[config.mk]
export PLATFORM = sky130hd
export DESIGN_NAME = hrb_word_fifo
export DESIGN_NICKNAME = d
export VERILOG_FILES = /design/src/hrb_pkg.sv /design/src/hrb_word_fifo.sv
export SDC_FILE = /design/constraint.sdc
export NUM_CORES = 1
export LEC_CHECK = 0
export BUFFER_PORTS_ARGS = -buffer_cell sky130_fd_sc_hd__clkbuf_2
export CAP_MARGIN = 20
export CORE_ASPECT_RATIO = 1.5
export CORE_MARGIN = 2
export CORE_UTILIZATION = 40
export DETAILED_ROUTE_END_ITERATION = 10
export PLACE_DENSITY = 0.64
export SLEW_MARGIN = 5
export SYNTH_ARGS = -nofsm -noshare
export SYNTH_HDL_FRONTEND = slang
export SYNTH_SLANG_ARGS = --single-unit
export TNS_END_PERCENT = 20
[constraint.sdc]
create_clock -name clock -period 3.2 [get_ports clock]
set_clock_uncertainty 0.2 [all_clocks]
set_input_delay 0.64 -clock clock [delete_from_list [all_inputs] [get_ports clock]]
set_output_delay 0.64 -clock clock [all_outputs]
set_load 0.03 [all_outputs]
[src/hrb_pkg.sv]
package hrb_pkg;

   // configuration port
   localparam int CSR_INDEX_W = 2;
   localparam int CSR_DATA_W  = 16;

   localparam logic [CSR_INDEX_W-1:0] CSR_EFFECT_ENABLE   = 2'd0;
   localparam logic [CSR_INDEX_W-1:0] CSR_LED_SCALE       = 2'd1;
   localparam logic [CSR_INDEX_W-1:0] CSR_MIN_INTERVAL_MS = 2'd2;

   typedef struct packed {
      logic        effect_enable;
      logic [7:0]  led_scale;
      logic [15:0] min_interval_ms;
   } cfg_type;

   localparam cfg_type CFG_RESET = '{
      effect_enable:   1'b0,
      led_scale:       8'd255,
      min_interval_ms: 16'd30
   };

   // sizing
   localparam int SINE_TABLE_DEPTH_DEFAULT = 256;
   localparam int QUEUE_DEPTH              = 2;

   // timing constants
   localparam int HUE_PERIOD_MS    = 2000;
   localparam int BREATH_PERIOD_MS = 3000;

   // q1.15 brightness
   localparam logic [15:0] ONE_Q15          = 16'd32768;
   localparam logic [15:0] BRIGHT_BASE_Q15  = 16'd19661;
   localparam logic [15:0] BRIGHT_SWING_Q15 = 16'd13107;

   // pi/2 in q30 for the sine table
   localparam logic [63:0] HALF_PI_Q30 = 64'd1686629713;

   // reciprocals, rounded up, exact over the operand ranges used
   localparam logic [29:0] RECIP_125    = 30'd549755814;   // 2^36 / 125
   localparam int          RECIP_125_SH = 36;
   localparam logic [30:0] RECIP_375    = 31'd1466015504;  // 2^39 / 375
   localparam int          RECIP_375_SH = 39;
   localparam logic [17:0] RECIP_FRAC   = 18'd134218;      // 2^24 / 125
   localparam int          RECIP_FRAC_SH = 24;
   localparam logic [28:0] RECIP_3000   = 29'd366503876;   // 2^40 / 3000
   localparam int          RECIP_3000_SH = 40;

   typedef enum logic [3:0] {
      BK_IDLE,
      BK_REM,
      BK_SECT,
      BK_MULT,
      BK_ADDR,
      BK_LOOK,
      BK_SINE,
      BK_SWING,
      BK_SHADE,
      BK_EMIT
   } bk_state_type;

endpackage

[src/hrb_word_fifo.sv]
module hrb_word_fifo #(
   parameter int DEPTH = hrb_pkg::QUEUE_DEPTH
) (
   input  logic        clock,
   input  logic        reset,
   input  logic        push,
   input  logic [31:0] push_word,
   output logic        full,
   input  logic        pop,
   output logic        valid,
   output logic [31:0] head_word
);
   import hrb_pkg::*;

   localparam int PW = (DEPTH > 1) ? $clog2(DEPTH) : 1;
   localparam int CW = $clog2(DEPTH + 1);

   logic [31:0]   entry_ff [DEPTH];
   logic [PW-1:0] wr_ptr_ff, wr_ptr_in;
   logic [PW-1:0] rd_ptr_ff, rd_ptr_in;
   logic [CW-1:0] count_ff, count_in;

   assign full      = (count_ff == CW'(DEPTH));
   assign valid     = (count_ff != '0);
   assign head_word = entry_ff[rd_ptr_ff];

   always_comb begin
      wr_ptr_in = wr_ptr_ff;
      rd_ptr_in = rd_ptr_ff;
      count_in  = count_ff;
      if (push) begin
         wr_ptr_in = (wr_ptr_ff == PW'(DEPTH - 1)) ? '0 : wr_ptr_ff + 1'b1;
      end
      if (pop) begin
         rd_ptr_in = (rd_ptr_ff == PW'(DEPTH - 1)) ? '0 : rd_ptr_ff + 1'b1;
      end
      if (push && !pop) begin
         count_in = count_ff + 1'b1;
      end else if (pop && !push) begin
         count_in = count_ff - 1'b1;
      end
   end

   always_ff @(posedge clock) begin
      if (reset) begin
         wr_ptr_ff <= '0;
         rd_ptr_ff <= '0;
         count_ff  <= '0;
      end else begin
         wr_ptr_ff <= wr_ptr_in;
         rd_ptr_ff <= rd_ptr_in;
         count_ff  <= count_in;
      end
   end

   always_ff @(posedge clock) begin
      if (push) begin
         entry_ff[wr_ptr_ff] <= push_word;
      end
   end

   a_count_bound: assert property (@(posedge clock) disable iff (reset)
      count_ff <= CW'(DEPTH))
      else $error("queue count beyond depth");

   a_pop_drains: assert property (@(posedge clock) disable iff (reset)
      (pop && !push) |=> (count_ff == $past(count_ff) - 1'b1))
      else $error("queue count did not fall on pop");

endmodule

# --- After elaboration in Yosys (flattened, before gate mapping) ---
# Memories as Yosys holds them, arrays and structs flattened. A register that Yosys moved wholly into a read port is not among the register bits.
# Cells that the tools add are included.
word_totals:
  register_bits: 4
  mem_bits_rw: 64
  input_bits: 36
  memories: 1
classes:
  addsub: 4
  eq_ne: 1
  n_mux: 8
  reduce_logical: 6
memory_table:
  columns: ["name", "words", "word_bits", "read_ports", "rd_clocked_by_memory_dff", "write_ports", "line_no", "text"]
  rows:
  - ["entry_ff", 2, 32, 1, 1, 1, "hrb_word_fifo.sv:18", "logic [31:0] entry_ff [DEPTH];"]
op_table:
  columns: ["op", "n"]
  rows:
  - ["$mux 1", 6]
  - ["$mux 2", 2]
  - ["$reduce_bool 2->1", 2]
  - ["$add 1x1->1 const B", 2]
  - ["$add 2x1->2 const B", 1]
  - ["$eq 2x2->1 const B", 1]
  - ["$logic_and 1x1->1", 2]
  - ["$logic_not 1->1", 2]
  - ["$sub 2x1->2 const B", 1]

# --- Depth between registers and ports, before layout ---
# Gate-level depths: netlist (run 1).
logic_depth:
  word_depth: 4
  mapped_depth: 5

# --- Worst setup path before layout (run 1) ---
# OpenSTA, ideal clock, no wires.
synth_path:
  kind: "input to register"
  from: "input push"
  to: "memory entry_ff[0][0] (enable)"
  setup_ns: 0.425
  arrival_ns: 2.088
  required_time_ns: 2.575
  path_slack_ns: 0.488
  stages: 1
  cell_sequence: "nor2b_1"
synth_via:
  elab_chain_cells: 2
synth_lines:
  columns: ["item", "line_no", "text"]
  rows:
  - ["start: declaration", "hrb_word_fifo.sv:6", "input logic push,"]
  - ["$mux 1", "hrb_word_fifo.sv:57", "if (push) begin"]
  - ["$mux 1 (implied by the code)", "hrb_word_fifo.sv:58", "entry_ff[wr_ptr_ff] <= push_word;"]
  - ["end: declaration", "hrb_word_fifo.sv:18", null]
# Every way passes these cells.

==> flow_summary.toml, run 1 <==
[routing]
route.detailed.drc = 0
drt_iter0_drc = 123
viasPerCell = 4.76
vias = 1342
firstDrtPassIters = 3
wl_mm = 4.34
routedWlPerCell_um = 15.4
ant_nets = 0

[layout]
design_area_um2 = 3210
drive_above_1_share_pct = 59.1
fin_nets = 240
post-route-util_pct = 52.4
antenna_cells = 0
fillCellCount = 536
area_growth_pct = 27.5
stdcell_count = 282

[sta]
layout_setup_ws_ns = 0.817
tns_ns = 0
post-route-period-util_pct = 74.5
drv_slew = 0
fmax_mhz = 420
rsz0062_at_grt = "no"
hold_violations = 0
worst_pin_slew_ns = 0.344
whs_ns = 0.286
setup_viol = 0
relSlewSlack_pct = 77.0
post-route-min-period_ns = 2.38

[synth]
synth.avg_cell_area_um2 = 20.7
synth_fp_nets = 159
ys_seq_area_share_pct = 80.2
yosysMostFrequentCell = "edfxtp_1"
synthFlopType = "edfxtp_1"
syn_inst = 122
synth_enable_flop_cells = 64
yosys_warnings = 0
synth-async-reset-ratio_pct = 0
ys_types = 18
synth_top_cells_by_area = "edfxtp_1 (76%), mux2_2 (13%), dfxtp_1 (4.0%)"
ys_ff_latch = 69
synth_area_leader_cell = "edfxtp_1"
synthTopCellsByCount = "edfxtp_1 (64), mux2_2 (30), dfxtp_1 (5), nor2_1 (4), buf_4 (3)"
synth_area_um2 = 2520
synth_top_area_share_pct = 76.3

[die]
die_h_um = 101
fp.dieW_um = 68.8
die_area_um2 = 6960
core-area_um2 = 6130
start_util_pct = 41.1
num_rows = 35
ios = 70

[status]
status = "complete, no violations"

[critical_path]
crit_slowest_cell = "mux2_2"
arrival_ns = 1.54
critPathLaunchType = "flop"
crit_chain = "buf_4, mux2_2, clkbuf_2"
critPathKind = "flop to output pin"
critPathCaptureType = "output pin"
slowest_delay_ns = 0.39
worstPathRequired_ns = 2.36
rrSetupSlack_ns = 1.62
path_max_fanout = 22

[clock_network]
post_cts_buffers = 0
cts_tree = "built"
cts_buffers = 9
clock-root-buffer = "clkbuf_8"
clock_sinks = 69
htreeDepth = 3
postCtsHoldBufs = 0
post_cts_resized = 0
clk_latency_ns = 0.33
clockBufferDepth = 2
clkTransAtPathRegs_ns = 0.08

[placement]
place_area_um2 = 2980
placed_cells_incl_taps = 266
port_buffers = 69
globalplace.congestion = 0.647
post-place-ws_ns = 1.15

[global_route]
grt_max_degree = 23
grt_first_pass_wirelength_mm = 6.33
grt_pass1_vias = 1375
antenna_found_initial = 0
overflow = 0
track_usage_pct = 13.2

[power_and_ir_drop]
p_leak_nw = 1.26
p_total_mw = 2.20
p_per_area_nw_per_um2 = 684
max-vdd-ir-drop_v = 0.000345

[worst_hold_path]
hold_class = "input pin to flop"

[flow_run]
cap_viol_max_count = 0
-- sequential cells by signal, indices dropped and copies added, names as in the netlist, named ones only --
register / cells
count_ff: 2
entry_ff: 64
rd_ptr_ff: 1
wr_ptr_ff: 1
-- layout make-up --
cell class	count	area [um^2]	share of cell area, %
Sequential cell	69	2020	62.9
Clock inverter	7	114	3.54
Inverter	1	3.75	0.117
Tap cell	74	92.6	2.88
Timing Repair Buffer	74	383	11.9
Multi-Input combinational cell	48	474	14.8
Clock buffer	9	124	3.86
-- metal layers --
metal / GRT usage, % / wire length [um] / vias to the layer above / part of all wire [%]
li1: - / - / 629 / -
met1: 13.2 / 1610 / 660 / 37
met4: 6.79 / 92 / 0 / 2.1
met2: 22.3 / 2280 / 44 / 53
met3: 6.11 / 359 / 9 / 8.3
met5: 0 / 0 / - / 0
-- worst paths after layout --
path / startpoint / endpoint / cells after the start
setup / recovery: flop / head_word[14] / 3
hold / removal: push_word[4] / entry_ff[1][4] / 1
setup reg to reg: wr_ptr_ff / entry_ff[0][11] / 2
hold reg to reg: count_ff[1] / count_ff[1] / 2
-- worst max-delay path: cells and delay by family (launching register included) --
kind | cells | cell delay [ns]
flip-flops | 1 | 0.33
buffers and inverters | 2 | 0.49
multiplexers | 1 | 0.39
-- logic make-up (layout without fill, tap and decap cells) --
group | count (synthesis) | count (layout) | synth area share (%)
buffers and inverters | 5 | 91 | 1.24
XOR/XNOR | 4 | 4 | 1.39
adder cells (fa/ha/maj) | 1 | 1 | 0.496
multiplexers | 32 | 32 | 14.3
flip-flops | 69 | 69 | 80.2
AND/OR/NAND/NOR | 9 | 9 | 1.94
AO/OA/AOI/OAI | 2 | 2 | 0.397
-- cell usage in the layout (no fill, tap or decap) --
| master | n |
|---|---|
| dfxtp_1 | 5 |
| ha_1 | 1 |
| edfxtp_1 | 64 |
| a21oi_1 | 1 |
| xnor2_1 | 2 |
| buf_4 | 5 |
| or3_1 | 1 |
| bufinv_16 | 3 |
| o21ai_0 | 1 |
| clkbuf_8 | 9 |
| clkinv_2 | 3 |
| and2b_2 | 1 |
| clkinv_4 | 1 |
| xor2_1 | 2 |
| mux2_1 | 2 |
| or2_2 | 1 |
| nor2_1 | 4 |
| nor2b_4 | 1 |
| inv_1 | 1 |
| clkbuf_2 | 69 |
| and2_1 | 1 |
| mux2_2 | 30 |
-- power breakdown --
group	internal, mW	switching, mW	total (mW)
Sequential	1.05	0.0155	1.06
Clock	0.515	0.317	0.831
Combinational	0.109	0.194	0.303
Note: power is estimated with default switching activity, not from simulation.
==> inputs of run 2 (changes only) <==
ABC_AREA = 1   (was not set)
PLACE_DENSITY = 0.63   (was 0.64)
clock period = 2.3 ns   (was 3.2 ns; I/O delays follow)
==> run 2 against run 1 <==
Compared with the run above: count of clock-buffer cells in the layout grew 2; critical path depth unchanged; clock power increased by 8.3%; sequential share of layout area is 1.8 points lower; core utilization fell by 1.4 points; non-clock buffer count shrank 1; sequential cell count unchanged; register-to-register slack got worse by 0.79 ns; synthesized area rose by 6.9%; global-route usage decreased by 1.2 points; critical path type unchanged; largest power group unchanged.
==> flow_summary.toml, run 2 <==
[clock_network]
post_cts_resized = 0
post_cts_buffers = 0
cts_buffers = 9
clock_sinks = 69
clock-root-buffer = "clkbuf_8"
clk_latency_ns = 0.32
clkTransAtPathRegs_ns = 0.07
htreeDepth = 3
postCtsHoldBufs = 0
clockBufferDepth = 2
cts_tree = "built"

[sta]
relSlewSlack_pct = 77.9
rsz0062_at_grt = "no"
post-route-period-util_pct = 93.5
post-route-min-period_ns = 2.15
hold_violations = 0
setup_viol = 0
drv_slew = 0
fmax_mhz = 465
tns_ns = 0
worst_pin_slew_ns = 0.332

[critical_path]
critPathKind = "flop to output pin"
slowest_delay_ns = 0.33
critPathBufInv = 2
crit_chain = "buf_4, mux2_4, clkbuf_2"
r2r_end = "entry_ff[1][23]"
crit_slowest_cell = "mux2_4"
critPathCaptureType = "output pin"
path_max_fanout = 17
critPathLaunchType = "flop"
worstReg2RegStart = "wr_ptr_ff"
critPathTopFamily = "buffers and inverters"
r2r.worst_path.cells = 3
arrival_ns = 1.49
rrSetupSlack_ns = 0.83
worstPathRequired_ns = 1.64

[die]
die_h_um = 104
ios = 70
num_rows = 36
core-area_um2 = 6490
die_area_um2 = 7420
start_util_pct = 41.5
fp.dieW_um = 71.0

[power_and_ir_drop]
p_switching_uw = 684
swShare_pct = 24.4
p_per_area_nw_per_um2 = 847
pwr-share-comb_pct = 15.5
p_clk_share_pct = 32.1
max-vdd-ir-drop_v = 0.000574
seq_power_share_pct = 52.4
p_leak_nw = 1.37
p_total_mw = 2.80
p_int_mw = 2.12

[layout]
drive_above_1_share_pct = 55.0
post-route-util_pct = 51.0
antenna_cells = 0
fin_nets = 250
fillCellCount = 555
reg_top3 = "entry_ff: 64 flops, count_ff: 2 flops"
layout_common_cells = "clkbuf_2 (69), edfxtp_1 (64), mux2_4 (30)"
design_area_um2 = 3310
mostFrequentLayoutCell = "clkbuf_2"
stdcell_count = 294
area_growth_pct = 22.9
largest_reg_flops = 64
regMostFlops = "entry_ff"

[placement]
port_buffers = 69
placed_cells_incl_taps = 278
place_area_um2 = 3130
globalplace.congestion = 0.607
dpl.hpwl_mm = 2.81

[synth]
synthTopCellsByCount = "edfxtp_1 (64), mux2_4 (30), inv_1 (9), nand2_1 (6), nor2_1 (6)"
synth_area_um2 = 2690
ys_ff_latch = 69
syn_inst = 133
synth.avg_cell_area_um2 = 20.2
synth_enable_flop_cells = 64
ys_seq_area_share_pct = 75.1
ys_types = 16
synth_top_area_share_pct = 71.4
yosysMostFrequentCell = "edfxtp_1"
synth_area_leader_cell = "edfxtp_1"
synth-async-reset-ratio_pct = 0
synth_top_cells_by_area = "edfxtp_1 (71%), mux2_4 (17%), dfxtp_1 (3.7%)"
synthFlopType = "edfxtp_1"
synth_fp_nets = 170
yosys_warnings = 0

[worst_hold_path]
hold_depth = 1
hold_path_end = "entry_ff[0][25]"
hold_start = "push_word[25]"
hold_class = "input pin to flop"

[routing]
firstDrtPassIters = 4
vias = 1362
highest_layer = "met4"
viasPerCell = 4.63
wl_met1_mm = 1.53
route.detailed.drc = 0
wl_mm = 4.07
dr_wl_met2_mm = 2.20
routedWlPerCell_um = 13.8
ant_nets = 0
drt_iter0_drc = 86
dr_wl_met3_um = 246

[global_route]
grt_pass1_vias = 1433
grt_max_degree = 28
overflow = 0
track_usage_pct = 12.0
antenna_found_initial = 0
grt_first_pass_wirelength_mm = 6.60

[flow_run]
cap_viol_max_count = 0

[status]
status = "complete, no violations"
## run 2: stage by stage
step | setup slack, ns | hold slack, ns
after floorplan | 0.375 | 0.280
after global placement | 0.492 | 0.298
after detailed placement | 0.482 | 0.327
after CTS | 0.106 | 0.0890
after global routing | 0.0663 | 0.0883
final | 0.151 | 0.117
## run 2: power groups by stage
stage               sequential (mW)  combinational [mW]  clock (mW)
finish                         1.47               0.436       0.900
global route                   1.47               0.464       0.996
CTS                            1.47               0.445       0.941
detailed placement             1.50               0.444           0
global placement               1.49               0.440           0
floorplan                      1.49               0.336           0
## run 2: how the worst max path moves through the flow
stage	startpoint	to	slack, ns	cells past startpoint
detailed placement	flop	head_word[9]	0.48	3
floorplan	push	entry_ff[0][0]	0.37	2
finish	flop	head_word[19]	0.15	3
global route	flop	head_word[2]	0.07	3
global placement	flop	head_word[12]	0.49	3
CTS	flop	head_word[11]	0.11	3
## run 2: logic make-up (layout without fill, tap and decap cells)
| logic type | Yosys count | in the layout | synth area share, % |
|---|---|---|---|
| AND/OR/NAND/NOR | 15 | 15 | 2.28 |
| XOR/XNOR | 1 | 1 | 0.325 |
| adder cells (fa/ha/maj) | 1 | 1 | 0.465 |
| AO/OA/AOI/OAI | 2 | 2 | 0.371 |
| flip-flops | 69 | 69 | 75.1 |
| multiplexers | 32 | 32 | 17.6 |
| buffers and inverters | 13 | 98 | 3.90 |
## run 2: layer usage
layer / up-vias / track usage (%)
li1: 652 / -
met1: 664 / 12.0
met2: 40 / 20.3
met3: 6 / 6.10
met4: 0 / 5.66
met5: - / 0
## run 2: cell type report
| class | instances | area (um^2) | area share [%] |
|---|---|---|---|
| inverters | 9 | 33.8 | 1.02 |
| multi-input cells | 51 | 573 | 17.3 |
| flip-flops and latches | 69 | 2020 | 61.2 |
| clock buffers | 11 | 131 | 3.97 |
| clock inverters | 5 | 51.3 | 1.55 |
| repair buffers | 73 | 400 | 12.1 |
| well taps | 76 | 95.1 | 2.87 |
## run 2: worst register-to-register path, delay by kind of cell (launching register included)
| family | cells | cell delay [ns] |
|---|---|---|
| simple gates | 1 | 0.07 |
| buf+inv | 2 | 0.47 |
| flops | 1 | 0.40 |
