## src/hrb_pkg.sv

```systemverilog
package hrb_pkg;

   // configuration port
   localparam int CSR_INDEX_W = 2;
   localparam int CSR_DATA_W  = 16;

   localparam logic [CSR_INDEX_W-1:0] CSR_EFFECT_ENABLE   = 2'd0;
   localparam logic [CSR_INDEX_W-1:0] CSR_LED_SCALE       = 2'd1;
   localparam logic [CSR_INDEX_W-1:0] CSR_MIN_INTERVAL_MS = 2'd2;

   typedef struct packed {
      logic        effect_enable;
      logic [7:0]  led_scale;
      logic [15:0] min_interval_ms;
   } cfg_type;

   localparam cfg_type CFG_RESET = '{
      effect_enable:   1'b0,
      led_scale:       8'd255,
      min_interval_ms: 16'd30
   };

   // sizing
   localparam int SINE_TABLE_DEPTH_DEFAULT = 256;
   localparam int QUEUE_DEPTH              = 2;

   // timing constants
   localparam int HUE_PERIOD_MS    = 2000;
   localparam int BREATH_PERIOD_MS = 3000;

   // q1.15 brightness
   localparam logic [15:0] ONE_Q15          = 16'd32768;
   localparam logic [15:0] BRIGHT_BASE_Q15  = 16'd19661;
   localparam logic [15:0] BRIGHT_SWING_Q15 = 16'd13107;

   // pi/2 in q30 for the sine table
   localparam logic [63:0] HALF_PI_Q30 = 64'd1686629713;

   // reciprocals, rounded up, exact over the operand ranges used
   localparam logic [29:0] RECIP_125    = 30'd549755814;   // 2^36 / 125
   localparam int          RECIP_125_SH = 36;
   localparam logic [30:0] RECIP_375    = 31'd1466015504;  // 2^39 / 375
   localparam int          RECIP_375_SH = 39;
   localparam logic [17:0] RECIP_FRAC   = 18'd134218;      // 2^24 / 125
   localparam int          RECIP_FRAC_SH = 24;
   localparam logic [28:0] RECIP_3000   = 29'd366503876;   // 2^40 / 3000
   localparam int          RECIP_3000_SH = 40;

   typedef enum logic [3:0] {
      BK_IDLE,
      BK_REM,
      BK_SECT,
      BK_MULT,
      BK_ADDR,
      BK_LOOK,
      BK_SINE,
      BK_SWING,
      BK_SHADE,
      BK_EMIT
   } bk_state_type;

endpackage

```

## src/hrb_if.sv

```systemverilog
interface hrb_req_if;
   logic        valid;
   logic        ready;
   logic [31:0] now_ms;

   modport source (output valid, output now_ms, input ready);
   modport sink (input valid, input now_ms, output ready);
endinterface


```

## src/hrb_front.sv

```systemverilog
module hrb_front (
   input  logic             clock,
   input  logic             reset,
   hrb_req_if.sink          req,
   input  hrb_pkg::cfg_type cfg,
   input  logic             queue_full,
   output logic             push,
   output logic [31:0]      push_word
);
   import hrb_pkg::*;

   logic [31:0] last_ff, last_in;
   logic [31:0] gap;
   logic        take;

   assign req.ready = !queue_full;

   // wrapping distance since the last tick that produced a colour
   assign gap  = req.now_ms - last_ff;
   assign take = req.valid && req.ready && cfg.effect_enable
                 && (gap >= {16'd0, cfg.min_interval_ms});

   assign push      = take;
   assign push_word = req.now_ms;
   assign last_in   = take ? req.now_ms : last_ff;

   always_ff @(posedge clock) begin
      if (reset) begin
         last_ff <= '0;
      end else begin
         last_ff <= last_in;
      end
   end

endmodule

```

## src/flat_wrapper.sv

```systemverilog
// flat-port wrapper written by rule: the top's interface ports become plain ports
module hrb_front_flat import hrb_pkg::*;
  (clock, reset, cfg, queue_full, push, push_word, req_valid, req_now_ms, req_ready);
  hrb_req_if req_i ();
  input  logic clock;
  input  logic reset;
  input  hrb_pkg::cfg_type cfg;
  input  logic queue_full;
  output logic push;
  output logic [31:0] push_word;
  input wire logic [$bits(req_i.valid)-1:0] req_valid;
  input wire logic [$bits(req_i.now_ms)-1:0] req_now_ms;
  output wire logic [$bits(req_i.ready)-1:0] req_ready;
  assign req_i.valid = req_valid;
  assign req_i.now_ms = req_now_ms;
  assign req_ready = req_i.ready;
  hrb_front u_core (.clock(clock), .reset(reset), .req(req_i), .cfg(cfg), .queue_full(queue_full), .push(push), .push_word(push_word));
endmodule
```

## config.mk

```make
export PLATFORM = sky130hd
export DESIGN_NAME = hrb_front_flat
export DESIGN_NICKNAME = d
export VERILOG_FILES = /design/src/hrb_pkg.sv /design/src/hrb_if.sv /design/src/hrb_front.sv /design/src/flat_wrapper.sv
export SDC_FILE = /design/constraint.sdc
export NUM_CORES = 1
export LEC_CHECK = 0
export ABC_AREA = 1
export BUFFER_PORTS_ARGS = -buffer_cell sky130_fd_sc_hd__buf_2
export CORE_ASPECT_RATIO = 1.4
export CORE_MARGIN = 4
export CORE_UTILIZATION = 58
export CTS_CLUSTER_SIZE = 25
export DETAILED_ROUTE_END_ITERATION = 10
export PLACE_DENSITY = 0.83
export SETUP_SLACK_MARGIN = 0.2
export SLEW_MARGIN = 20
export SYNTH_ARGS = -nofsm -noshare
export SYNTH_HDL_FRONTEND = slang
export SYNTH_SLANG_ARGS = --single-unit
```

## constraint.sdc

```tcl
create_clock -name clock -period 3.9 [get_ports clock]
set_clock_uncertainty 0.2 [all_clocks]
set_input_delay 0.585 -clock clock [delete_from_list [all_inputs] [get_ports clock]]
set_output_delay 0.585 -clock clock [all_outputs]
set_load 0.005 [all_outputs]
```

Word-level counts from Yosys, hierarchy flattened
Cells that the tools add are included.

word-level totals
  output and inout bits = 34
  word-level logic and storage cells = 7
  flip-flop bits (word level) = 32
  bits of input ports = 61

operators by class
  reduce and logical (&&, ||, !) cells = 4
  $lt $le $gt $ge = 1
  add/subtract/negate cells = 1

operator list
  kind                                                            number
  32-bit by 16-bit greater-or-equal comparator with 1-bit output  1
  32-bit subtractor                                               1
  1-bit logical AND                                               3
  1-bit logical NOT                                               1

Logic depth before layout (Yosys ltp)
Gate-level depths: netlist (run 1).

  depth in word-level cells = 4
  depth in mapped cells = 26
  depth with buffers taken out = 25

Worst setup path before layout (run 1)
Ideal clock, no wire load.

  path type = input -> output
  start point = input port req_now_ms[0]
  end point = output port push
  data required time = 3.115 ns
  path slack = 0.275 ns
  path buffers = 0
  stages = 21
  data arrival time = 2.840 ns
  path through = inv_1 > ha_1 > fa_1 > inv_1 > nand2_1 > nand2_1 > and2_1 > nand2_1 > nand3_1 > xor2_1 > ha_1 > a21oi_1 > nor2_1 > a211oi_1 > nand2_1 > nor2_1 > nand2_1 > nor2_1 > nand2_1 > nor2_4 > a21boi_0

on the way
  longest elaborated chain between the ends = 3

RTL lines
  item                                                            line                RTL
  start, declared                                                 flat_wrapper.sv:12  input wire logic [$bits(req_i.now_ms)-1:0] req_now_ms;
  32-bit subtractor                                               hrb_front.sv:19     assign gap = req.now_ms - last_ff;
  32-bit by 16-bit greater-or-equal comparator with 1-bit output  hrb_front.sv:21     && (gap >= {16'd0, cfg.min_interval_ms});
  1-bit logical AND                                               hrb_front.sv:21
  end, declared                                                   flat_wrapper.sv:9   output logic push;

No other way between the ends.

Worst setup path after layout (run 1)
  start point = register u_core.last_ff[5]
  end point = output port push

on the way
  longest elaborated chain between the ends = 3

RTL lines
  item                                                            line             RTL
  start, declared                                                 hrb_front.sv:12  logic [31:0] last_ff, last_in;
  start signal, assigned                                          hrb_front.sv:31  last_ff <= last_in;
  32-bit subtractor                                               hrb_front.sv:19
  32-bit by 16-bit greater-or-equal comparator with 1-bit output  hrb_front.sv:21
  1-bit logical AND                                               hrb_front.sv:21

No other way between the ends.

==> results of run 1 <==
-- worst register-to-register path: cells and delay by family (launching register included) --
kind          cells  cell delay, ps
buf+inv           7             720
simple gates     19            1700
flops             1             370
fa+ha+maj         2             600
xor+xnor          1             300
-- kinds of logic after synthesis --
kind of cell / after synthesis
xor gates and xnor gates: 16
DFF: 32
adders and majority gates: 48
AOI/OAI and AO/OA: 58
buffers and inverters: 269
and+or+nand+nor: 471
-- routing by layer --
layer,part of all wire,global-route usage
met5,0,0
met4,0.085,0.1644
met3,0.051,0.02875
met2,0.52,0.5261
met1,0.35,0.2608
-- cells in the final DEF, fill, tap and decap left out, types with 7 or more instances in the layout --
cell type | synthesis | final
nand4_1 | 7 | 7
buf_6 | 6 | 9
xor2_1 | 14 | 9
nand3_1 | 34 | 28
a21oi_2 | 0 | 10
nor2_1 | 78 | 72
clkbuf_16 | 0 | 10
inv_1 | 218 | 209
dfxtp_1 | 32 | 24
ha_4 | 0 | 15
nand2_1 | 299 | 281
a21oi_1 | 53 | 43
ha_1 | 47 | 30
nor2_2 | 8 | 12
dfxtp_2 | 0 | 8
inv_2 | 3 | 11
buf_2 | 5 | 84
buf_4 | 32 | 62
nand3_2 | 30 | 33
nand2_2 | 1 | 16
-- timing repair --
action | in CTS | in global routing
gates cloned | 0 | 7
resized for setup | 38 | 75
setup buffers | 2 | 5
hold buffers | 0 | 0
pin swaps | 6 | 24
endpoints found under the setup margin | 27 | 33
-- final timing paths --
kind | cells past startpoint | to | slack [ps]
worst max-delay path | 23 | push | -160
worst min-delay path | 2 | u_core.last_ff[17]$_SDFFE_PP0P_ | 270
worst max register to register | 29 | u_core.last_ff[13]$_SDFFE_PP0P_ | -60
worst min register to register | 2 | u_core.last_ff[17]$_SDFFE_PP0P_ | 270
-- layout make-up --
class	count	share of cell area
flip-flops and latches	32	0.09946
multi-input cells	593	0.5465
clock inverters	3	0.002869
inverters	221	0.1272
clock buffers	5	0.01913
repair buffers	166	0.1853
well taps	102	0.01951
-- power by group through the flow --
stage / Clock [mW] / Combinational [mW] / Sequential, mW
2_1_floorplan: 0 / 0.474 / 0.358
3_3_place_gp: 0 / 0.682 / 0.359
3_5_place_dp: 0 / 0.697 / 0.360
4_1_cts: 0.405 / 0.748 / 0.353
5_1_grt: 0.424 / 0.931 / 0.357
6_report: 0.407 / 0.840 / 0.356
-- cells in the mapped netlist, drive strengths merged (2+ instances only) --
cell type,n
and2,4
nand2,301
dfxtp,32
a21oi,53
nor2,88
ha,47
nand4,7
inv,221
buf,45
nand3,64
xor2,14
xnor2,2
nor3,4
clkbuf,3
-- per-stage QoR --
step	utilization	total power [mW]	setup TNS [ps]
detailed placement	0.6893	1.057	-3107
finish	0.7932	1.603	-546.0
global placement	0.6893	1.041	-148.4
global route	0.7932	1.712	-10820
floorplan	-	0.8313	0
CTS	0.7377	1.506	0
==> metrics, run 1 <==
RSZ-0062 raised after global routing yes; synth top area cells nand2_1, inv_1, dfxtp_1; static leakage 3.793 nW; Inserted Diodes 0; delay-heaviest family, CP simple AND/OR/NAND/NOR gates; TritonCTS clock tree built; Longest Clk Path Bufs 2; setup ws final -158.2 ps; # DRC 0; MaxCap Viol Count 0; placed insts 1,100; Rows 39; Reg with most FFs u_core.last_ff; total congestion overflow 0; crit path from u_core.last_ff[5]$_SDFFE_PP0P_; Post-synth top flop dfxtp_1; area of the multi-input gates 3575 um^2; largest family of logic cells by synthesized area simple AND/OR/NAND/NOR gates; area taken by flip-flops and latches 650.6 um^2; Die Y ~120 um; DP Area 5684 um^2; 1st-pass router iterations 5; crit start category flip-flop; Synth Area in Compound Gates 0.06084; critical path arrival 3270 ps; CTS buffer count 5; cell chain of the critical path inv_1 -> ha_4 -> nand2_2 -> inv_2 -> nand2_1 -> inv_1 -> nand2_1 -> nand2_2 -> xor2_2 -> ha_1 -> nand2_2 -> nor2_1 -> nor3_1 -> nand2_1 -> nand2_1 -> nand2_1 -> nand2_1 -> nand2_1 -> nor2_1 -> nand2_1 -> nor2_4 -> a21boi_2 -> buf_2; failing checks setup timing; sequential share of the synthesized area 0.1293; via count 5,826; Yosys top cell area share 0.2265; crit path capture type output port; first-pass GRT wire length between 20,000 and 25,000 um; Sink Count 32; ANT nets after route 0; largest net degree at the start of global routing 65; Switching Share 0.4122; Clock Power Share 0.254; Final Hold Slack 274.2 ps; Non-Filler Instances ~1,100; initial antenna violation count 0; number of global-route vias before repair 5,275; xor/xnor cell area share of the yosys netlist 0.02828; Detailed Place HPWL 10,680 um; worst r2r src u_core.last_ff[5]$_SDFFE_PP0P_; Die Area 10,110 um^2; Power Density 245.1 nW/um^2; Fin. Hold Viols 0; synth unique cells 32; Worst-path clk slew 60 ps; DR iter-0 viols 313; H-tree depth 2; syn nets 1,003; Worst Max-Slew Pin Slew ~1100 ps; share of cells above drive strength 1 0.2971; logic gate share of total power 0.524; Crit Path Max Fanout 3; pins over their slew limit 0; period utilization 1.041; Post-Synth Simple-Gate Area 0.4206; Tmin final 4058 ps; largest registers u_core.last_ff: 32 flops; fillers 599; PortBufs 86; Seq pwr share 0.222; NetSw 0.6609 mW; HP Start u_core.last_ff[17]$_SDFFE_PP0P_; Initial Util 0.6010; Async SR Flop Fraction 0; Synth area leader nand2_1; FF+latch count, synth 32; GRT Overall Usage 0.2711; CTS root buf clkbuf_16; Worst-Skew Late Latency 290 ps; internal cell power 0.9426 mW; Synth Instances 894; adder-cell share of the synthesized area 0.1227; fmax 246.4 MHz; max FFs per register 32; post-route design area 6541 um^2; gp weighted congestion a little under 1; Setup WS pre-CTS -271.0 ps; Synth Cell Area 4956 um^2; CP max stage cell dfxtp_1; CP Class flip-flop to output port; Critical Path Most Common Cell nand2_1; status complete, but fails checks; Setup violations, final 19; die width 86.13 um; fin nets about 1,100; Rel. slew slack 0.2851; Worst path max stage delay 370 ps; Core Box Area 8247 um^2; final WL roughly 16,000 um; routed len/inst between 10 and 15 um; Ys Warns 0; drt via density 5.193; mux share of post-synthesis cell area 0; Avg Cell Area, Syn 5.544 um^2; Max IR drop VDD 213.1 uV; num ports 95; Worst Path Buf+Inv 4; critical path required time 3120 ps; Worst Hold Class flip-flop to flip-flop; area growth from synthesis to layout 31.99%; EDFF count, synth 0
(Power assumes the default switching activity.)
==> run 2, diff against run 1 <==
--- a/config.mk
+++ b/config.mk
@@ -9,11 +9,13 @@
 export BUFFER_PORTS_ARGS = -buffer_cell sky130_fd_sc_hd__buf_2
 export CORE_ASPECT_RATIO = 1.4
 export CORE_MARGIN = 4
-export CORE_UTILIZATION = 58
+export CORE_UTILIZATION = 59
+export CTS_BUF_LIST = sky130_fd_sc_hd__clkbuf_2
 export CTS_CLUSTER_SIZE = 25
 export DETAILED_ROUTE_END_ITERATION = 10
-export PLACE_DENSITY = 0.83
-export SETUP_SLACK_MARGIN = 0.2
+export PLACE_DENSITY = 0.84
+export SETUP_SLACK_MARGIN = 0.05
+export SKIP_LAST_GASP = 1
 export SLEW_MARGIN = 20
 export SYNTH_ARGS = -nofsm -noshare
 export SYNTH_HDL_FRONTEND = slang
==> run 2 against run 1 <==
Compared with the run above:
- the flow still finishes with violations (setup timing)
- fmax fell by 1.6%
- non-clock buffer count is 14 higher
- setup slack got worse by 66 ps
- first-iteration DRC count up 2.2%
==> metrics, run 2 (same netlist as run 1, synthesis figures left out) <==
cell chain of the critical path inv_1 -> ha_1 -> nand3_2 -> nand3_2 -> nand2_1 -> nand2_4 -> nand2_2 -> nand2_2 -> xor2_2 -> ha_1 -> nand2_1 -> buf_4 -> buf_4 -> buf_4 -> nor2_1 -> nand2_1 -> nand2_1 -> nor2_2 -> nand2_2 -> nor2_4 -> a21boi_2 -> buf_2; crit path from u_core.last_ff[1]$_SDFFE_PP0P_; pins over their slew limit 0 (unchanged); # DRC 0 (unchanged); Die Y 116.4 um (-0.79%); critical path required time 3120 ps (about the same); via count 5,789 (-0.64%); TritonCTS clock tree built; setup ws final -224.4 ps (-66.15 ps); critical path arrival 3340 ps (+70 ps); max FFs per register 32 (unchanged); Initial Util 0.6045 (+0.003577); num ports 95 (unchanged); Crit Path Max Fanout 3 (unchanged); first-pass GRT wire length 22,840 um (+1.5%); status complete, but fails checks; RSZ-0062 raised after global routing yes; Post-CTS Hold Buffers 0 (unchanged); worst reg2reg path depth 29 (unchanged); initial antenna violation count 0 (unchanged); DR iter-0 viols 320 (+2.2%); number of global-route vias before repair 5,212 (-1.2%); final WL 15,690 um (-4.7%); 1st-pass router iterations 9 (+4); Fin. Hold Viols 0 (unchanged); ANT nets after route 0 (unchanged); period utilization 1.058 (+0.01696); r2r endpoint u_core.last_ff[8]$_SDFFE_PP0P_; gp weighted congestion 0.9676 (+0.20%); failing checks setup timing; crit start category flip-flop; CP Class flip-flop to output port; Longest Clk Path Bufs 2 (unchanged); Worst Setup EP push; Worst-path clk slew 240 ps (+180 ps); crit path capture type output port; share of cells above drive strength 1 0.3240 (+0.02693); delay-heaviest family, CP simple AND/OR/NAND/NOR gates; CTS root buf clkbuf_2; CP max stage cell dfxtp_2; drt via density 5.096 (-1.9%); Stages on worst setup path 22 (-4.3%); DP Area 5699 um^2 (+0.26%); worst r2r src u_core.last_ff[1]$_SDFFE_PP0P_; Rows 39 (unchanged); Worst-Skew Late Latency 420 ps (+130 ps); Inserted Diodes 0 (unchanged); Die Area 9951 um^2 (-1.6%); fin nets 1,142 (+1.2%); Max IR drop VDD 193.4 uV (-9.3%); PortBufs 86 (unchanged); most common cell after layout, fill and taps aside nand2_1; total power 1.410 mW (-12%); fmax 242.5 MHz (-1.6%); die width 85.46 um (-0.77%); H-tree depth 2 (unchanged); Tmin final 4124 ps (+66.15 ps); GRT Overall Usage 0.2854 (+0.01429); Core Box Area 8198 um^2 (-0.59%); total congestion overflow 0 (unchanged); MaxCap Viol Count 0 (unchanged); Sink Count 32 (unchanged); Setup WS pre-CTS -187.9 ps (+83.17 ps); commonest non-fill, non-tap cells in the layout nand2_1, inv_1, buf_4; Worst Hold Class input pin to flip-flop; largest registers u_core.last_ff: 32 flops; area growth from synthesis to layout 29.31%; Worst Max-Slew Pin Slew 1072 ps (+1.267 ps); Setup violations, final 33 (+14); Rel. slew slack 0.2843 (-0.0008450); CTS buffer count 5 (unchanged); static leakage 3.807 nW (+0.36%); largest net degree at the start of global routing 65 (unchanged); Detailed Place HPWL 10,690 um (+0.12%); setup slack, reg-to-reg -160 ps (-100 ps); post-route design area 6409 um^2 (-2.0%); routed len/inst 13.81 um (-5.9%); Reg with most FFs u_core.last_ff; Power Density 220.0 nW/um^2 (-10%); Worst path max stage delay 400 ps (+30 ps); Critical Path Most Common Cell nand2_1; Worst Path Buf+Inv 5 (+1); final core occ 0.7817 (-0.01146); TNS Setup -2573 ps (-2027 ps)
## run 2: changes by cell type in the layout (fill, tap and decap cells not counted), sizes merged
| cell | previous run | this run |
|---|---|---|
| buf | 161 | 178 |
| clkbuf | 10 | 7 |
## run 2: cell type report
cell class	count	area, um^2
sequential	32	659.4
timing repair buffer	180	1207
clock buffer	5	25.02
fill	596	1789
inverter	221	832.0
tap	102	127.6
multi-input combinational	593	3538
clock inverter	3	18.77
## run 2: through the flow
| step | std cells | hold slack, ps |
|---|---|---|
| 2_1_floorplan | 894 | 251.6 |
| 3_3_place_gp | 1102 | 260.3 |
| 3_5_place_dp | 1102 | 267.9 |
| 4_1_cts | 1128 | 296.3 |
| 5_1_grt | 1136 | 286.2 |
| 6_report | 1136 | 295.3 |
## run 2: per-layer routing
| layer | global-route usage | vias to the layer above | share of wire |
|---|---|---|---|
| met5 | 0 | - | 0 |
| met4 | 0.1911 | 0 | 0.080 |
| met3 | 0.03599 | 104 | 0.050 |
| met2 | 0.5607 | 275 | 0.52 |
| met1 | 0.2719 | 2520 | 0.35 |
| li1 | - | 2890 | - |
## run 2: worst min-delay path: stages
cell	delay [ps]
buf_2	130
inv_1	60
nand3_2	60
nand2_1	50
nor2_1	30
## run 2: where the power goes
group          switching [mW]  leakage (nW)  internal [mW]
registers              0.0103         0.268          0.346
clock network           0.149        0.0327         0.0435
logic                   0.484          3.51          0.377
total                   0.643          3.81          0.767
## run 2: how the worst min path moves through the flow
stage | endpoint | slack (ps) | start | cells after the start
4_1_cts | u_core.last_ff[4]$_SDFFE_PP0P_ | 300 | req_now_ms[4] | 5
3_5_place_dp | u_core.last_ff[22]$_SDFFE_PP0P_ | 270 | u_core.last_ff[22]$_SDFFE_PP0P_ | 2
5_1_grt | u_core.last_ff[15]$_SDFFE_PP0P_ | 290 | req_now_ms[15] | 5
2_1_floorplan | u_core.last_ff[10]$_SDFFE_PP0P_ | 250 | u_core.last_ff[10]$_SDFFE_PP0P_ | 2
3_3_place_gp | u_core.last_ff[23]$_SDFFE_PP0P_ | 260 | u_core.last_ff[23]$_SDFFE_PP0P_ | 2
6_report | u_core.last_ff[13]$_SDFFE_PP0P_ | 300 | req_now_ms[13] | 5
## run 2: timing repair
action / CTS / global route
endpoints found under the setup margin: 1 / 33
gates cloned: 0 / 2
resized for setup: 77 / 39
buffers inserted: 18 / 6
endpoints found under the hold margin: 0 / 0
pin swaps: 33 / 40
==> run 3, diff against run 2 <==
--- a/config.mk
+++ b/config.mk
@@ -13,7 +13,7 @@
 export CTS_BUF_LIST = sky130_fd_sc_hd__clkbuf_2
 export CTS_CLUSTER_SIZE = 25
 export DETAILED_ROUTE_END_ITERATION = 10
-export PLACE_DENSITY = 0.84
+export PLACE_DENSITY_LB_ADDON = 0.12
 export SETUP_SLACK_MARGIN = 0.05
 export SKIP_LAST_GASP = 1
 export SLEW_MARGIN = 20
==> run 3 against run 2 <==
Compared with the run above:
- flip-flop and latch count is the same
- cell count shrank 1.7%
- highest routed layer unchanged
- setup slack gained 63 ps
- core utilization shrank 2.1 points
- fmax grew 1.6%
- worst hold slack lost 5.4 ps
- register-to-register slack gained 360 ps
- largest cell class unchanged
- total power shrank 1.4%
- the run still ends with setup timing left
- count of clock-buffer cells in the layout grew 1
==> metrics, run 3 (same netlist as run 1, synthesis figures left out) <==
Setup violations, final 1 (-97%); # DRC 0 (unchanged); Rows 39 (unchanged); via count 5,616 (-3.0%); Power Density 222.9 nW/um^2 (+1.3%); area growth from synthesis to layout 25.85%; Tmin final 4061 ps (-62.96 ps); routed len/inst 13.39 um (-3.1%); Crit Path Max Fanout 4 (+1); commonest non-fill, non-tap cells in the layout nand2_1, inv_1, buf_2; pins over their slew limit 0 (unchanged); Inserted Diodes 0 (unchanged); Worst Max-Slew Pin Slew 1075 ps (+2.353 ps); final core occ 0.7608 (-0.02091); CP Class flip-flop to output port; final WL 14,950 um (-4.7%); Die Y 116.4 um (unchanged); number of global-route vias before repair 5,471 (+5.0%); most common cell after layout, fill and taps aside nand2_1; Sink Count 32 (unchanged); Worst Hold Class input pin to flip-flop; die width 85.46 um (unchanged); Longest Clk Path Bufs 2 (unchanged); 1st-pass router iterations 5 (-4); setup ws final -161.4 ps (+62.96 ps); total congestion overflow 0 (unchanged); Core Box Area 8198 um^2 (unchanged); gp weighted congestion 0.9499 (-1.8%); largest net degree at the start of global routing 65 (unchanged); TritonCTS clock tree built; Die Area 9951 um^2 (unchanged); fmax 246.2 MHz (+1.6%); Non-Filler Instances 1,117 (-1.7%); CTS root buf clkbuf_2; static leakage 3.686 nW (-3.2%); status complete, but fails checks; num ports 95 (unchanged); crit path capture type output port; max FFs per register 32 (unchanged); RSZ-0062 raised after global routing yes; drt via density 5.028 (-1.3%); PortBufs 86 (unchanged); failing checks setup timing; critical path required time 3120 ps (about the same); initial antenna violation count 0 (unchanged); largest registers u_core.last_ff: 32 flops; H-tree depth 2 (unchanged); TNS Setup -161.4 ps (+2412 ps); MaxCap Viol Count 0 (unchanged); Fin. Hold Viols 0 (unchanged); period utilization 1.041 (-0.01614); Setup WS pre-CTS -343.7 ps (-155.9 ps); share of cells above drive strength 1 0.3064 (-0.01758); Detailed Place HPWL 11,360 um (+6.2%); Initial Util 0.6045 (unchanged); critical path arrival 3280 ps (-60 ps); placed insts 1,096 (-0.54%); Final Hold Slack 289.9 ps (-5.382 ps); fin nets 1,123 (-1.7%); CTS buffer count 5 (unchanged); Rel. slew slack 0.2827 (-0.001571); ANT nets after route 0 (unchanged); DR iter-0 viols 268 (-16%); GRT Overall Usage 0.2938 (+0.008360); Worst-path clk slew 240 ps (about the same); crit start category flip-flop; first-pass GRT wire length 23,530 um (+3.0%); Worst-Skew Late Latency 440 ps (+20 ps); Reg with most FFs u_core.last_ff; Max IR drop VDD 182.2 uV (-5.8%)
## run 3: worst max-delay path, stage by stage (launching register included)
cell	delay [ps]
dfxtp_2	400
inv_2	50
ha_4	260
nand2_2	70
nand2_2	60
nand2_1	100
nand2_2	80
inv_2	70
nand2_4	60
buf_6	110
xor2_1	150
ha_1	320
nand2_1	80
inv_1	60
nor3_2	150
nand2_1	70
nand2_1	70
nand2_1	70
nand2_1	60
nand2_1	50
nor2_1	100
nand2_1	90
nor2_4	140
a21boi_2	70
buf_2	120
## run 3: where the power goes
part / total (mW) / switching (mW) / internal, mW
Combinational: 0.851 / 0.480 / 0.371
Sequential: 0.355 / 0.00953 / 0.346
Clock: 0.184 / 0.139 / 0.0446
## run 3: routing by layer
layer  part of all wire  vias up  GRT usage
li1                   -     2858          -
met1               0.35     2505     0.2728
met2               0.56      172     0.5980
met3              0.033       81    0.02823
met4              0.062        0     0.1848
met5                  0        -          0
## run 3: what timing repair did
| item | CTS | global route |
|---|---|---|
| hold buffers | 0 | 0 |
| setup endpoints to repair | 1 | 33 |
| pin swaps | 17 | 41 |
| buffers inserted | 4 | 9 |
| gates resized for setup | 56 | 61 |
## run 3: final cells by class
cell class / count / area (um^2)
clock buffer: 6 / 30.03
clock inverter: 2 / 11.26
fill: 661 / 1961
inverter: 221 / 829.5
multi-input combinational: 593 / 3553
sequential: 32 / 659.4
tap: 102 / 127.6
timing repair buffer: 161 / 1026
## run 3: worst paths after layout
path | start | end | slack [ps] | cells past startpoint
hold reg to reg | u_core.last_ff[26]$_SDFFE_PP0P_ | u_core.last_ff[26]$_SDFFE_PP0P_ | 310 | 2
hold / removal | req_now_ms[13] | u_core.last_ff[13]$_SDFFE_PP0P_ | 290 | 5
setup / recovery | u_core.last_ff[4]$_SDFFE_PP0P_ | push | -160 | 24
setup reg to reg | u_core.last_ff[4]$_SDFFE_PP0P_ | u_core.last_ff[6]$_SDFFE_PP0P_ | 200 | 29
## run 3: metrics by stage
stage / total power [mW] / area, um^2
floorplan: 0.8313 / 4956
global placement: 1.044 / 5654
detailed placement: 1.068 / 5654
CTS: 1.306 / 5995
global route: 1.503 / 6237
finish: 1.390 / 6237
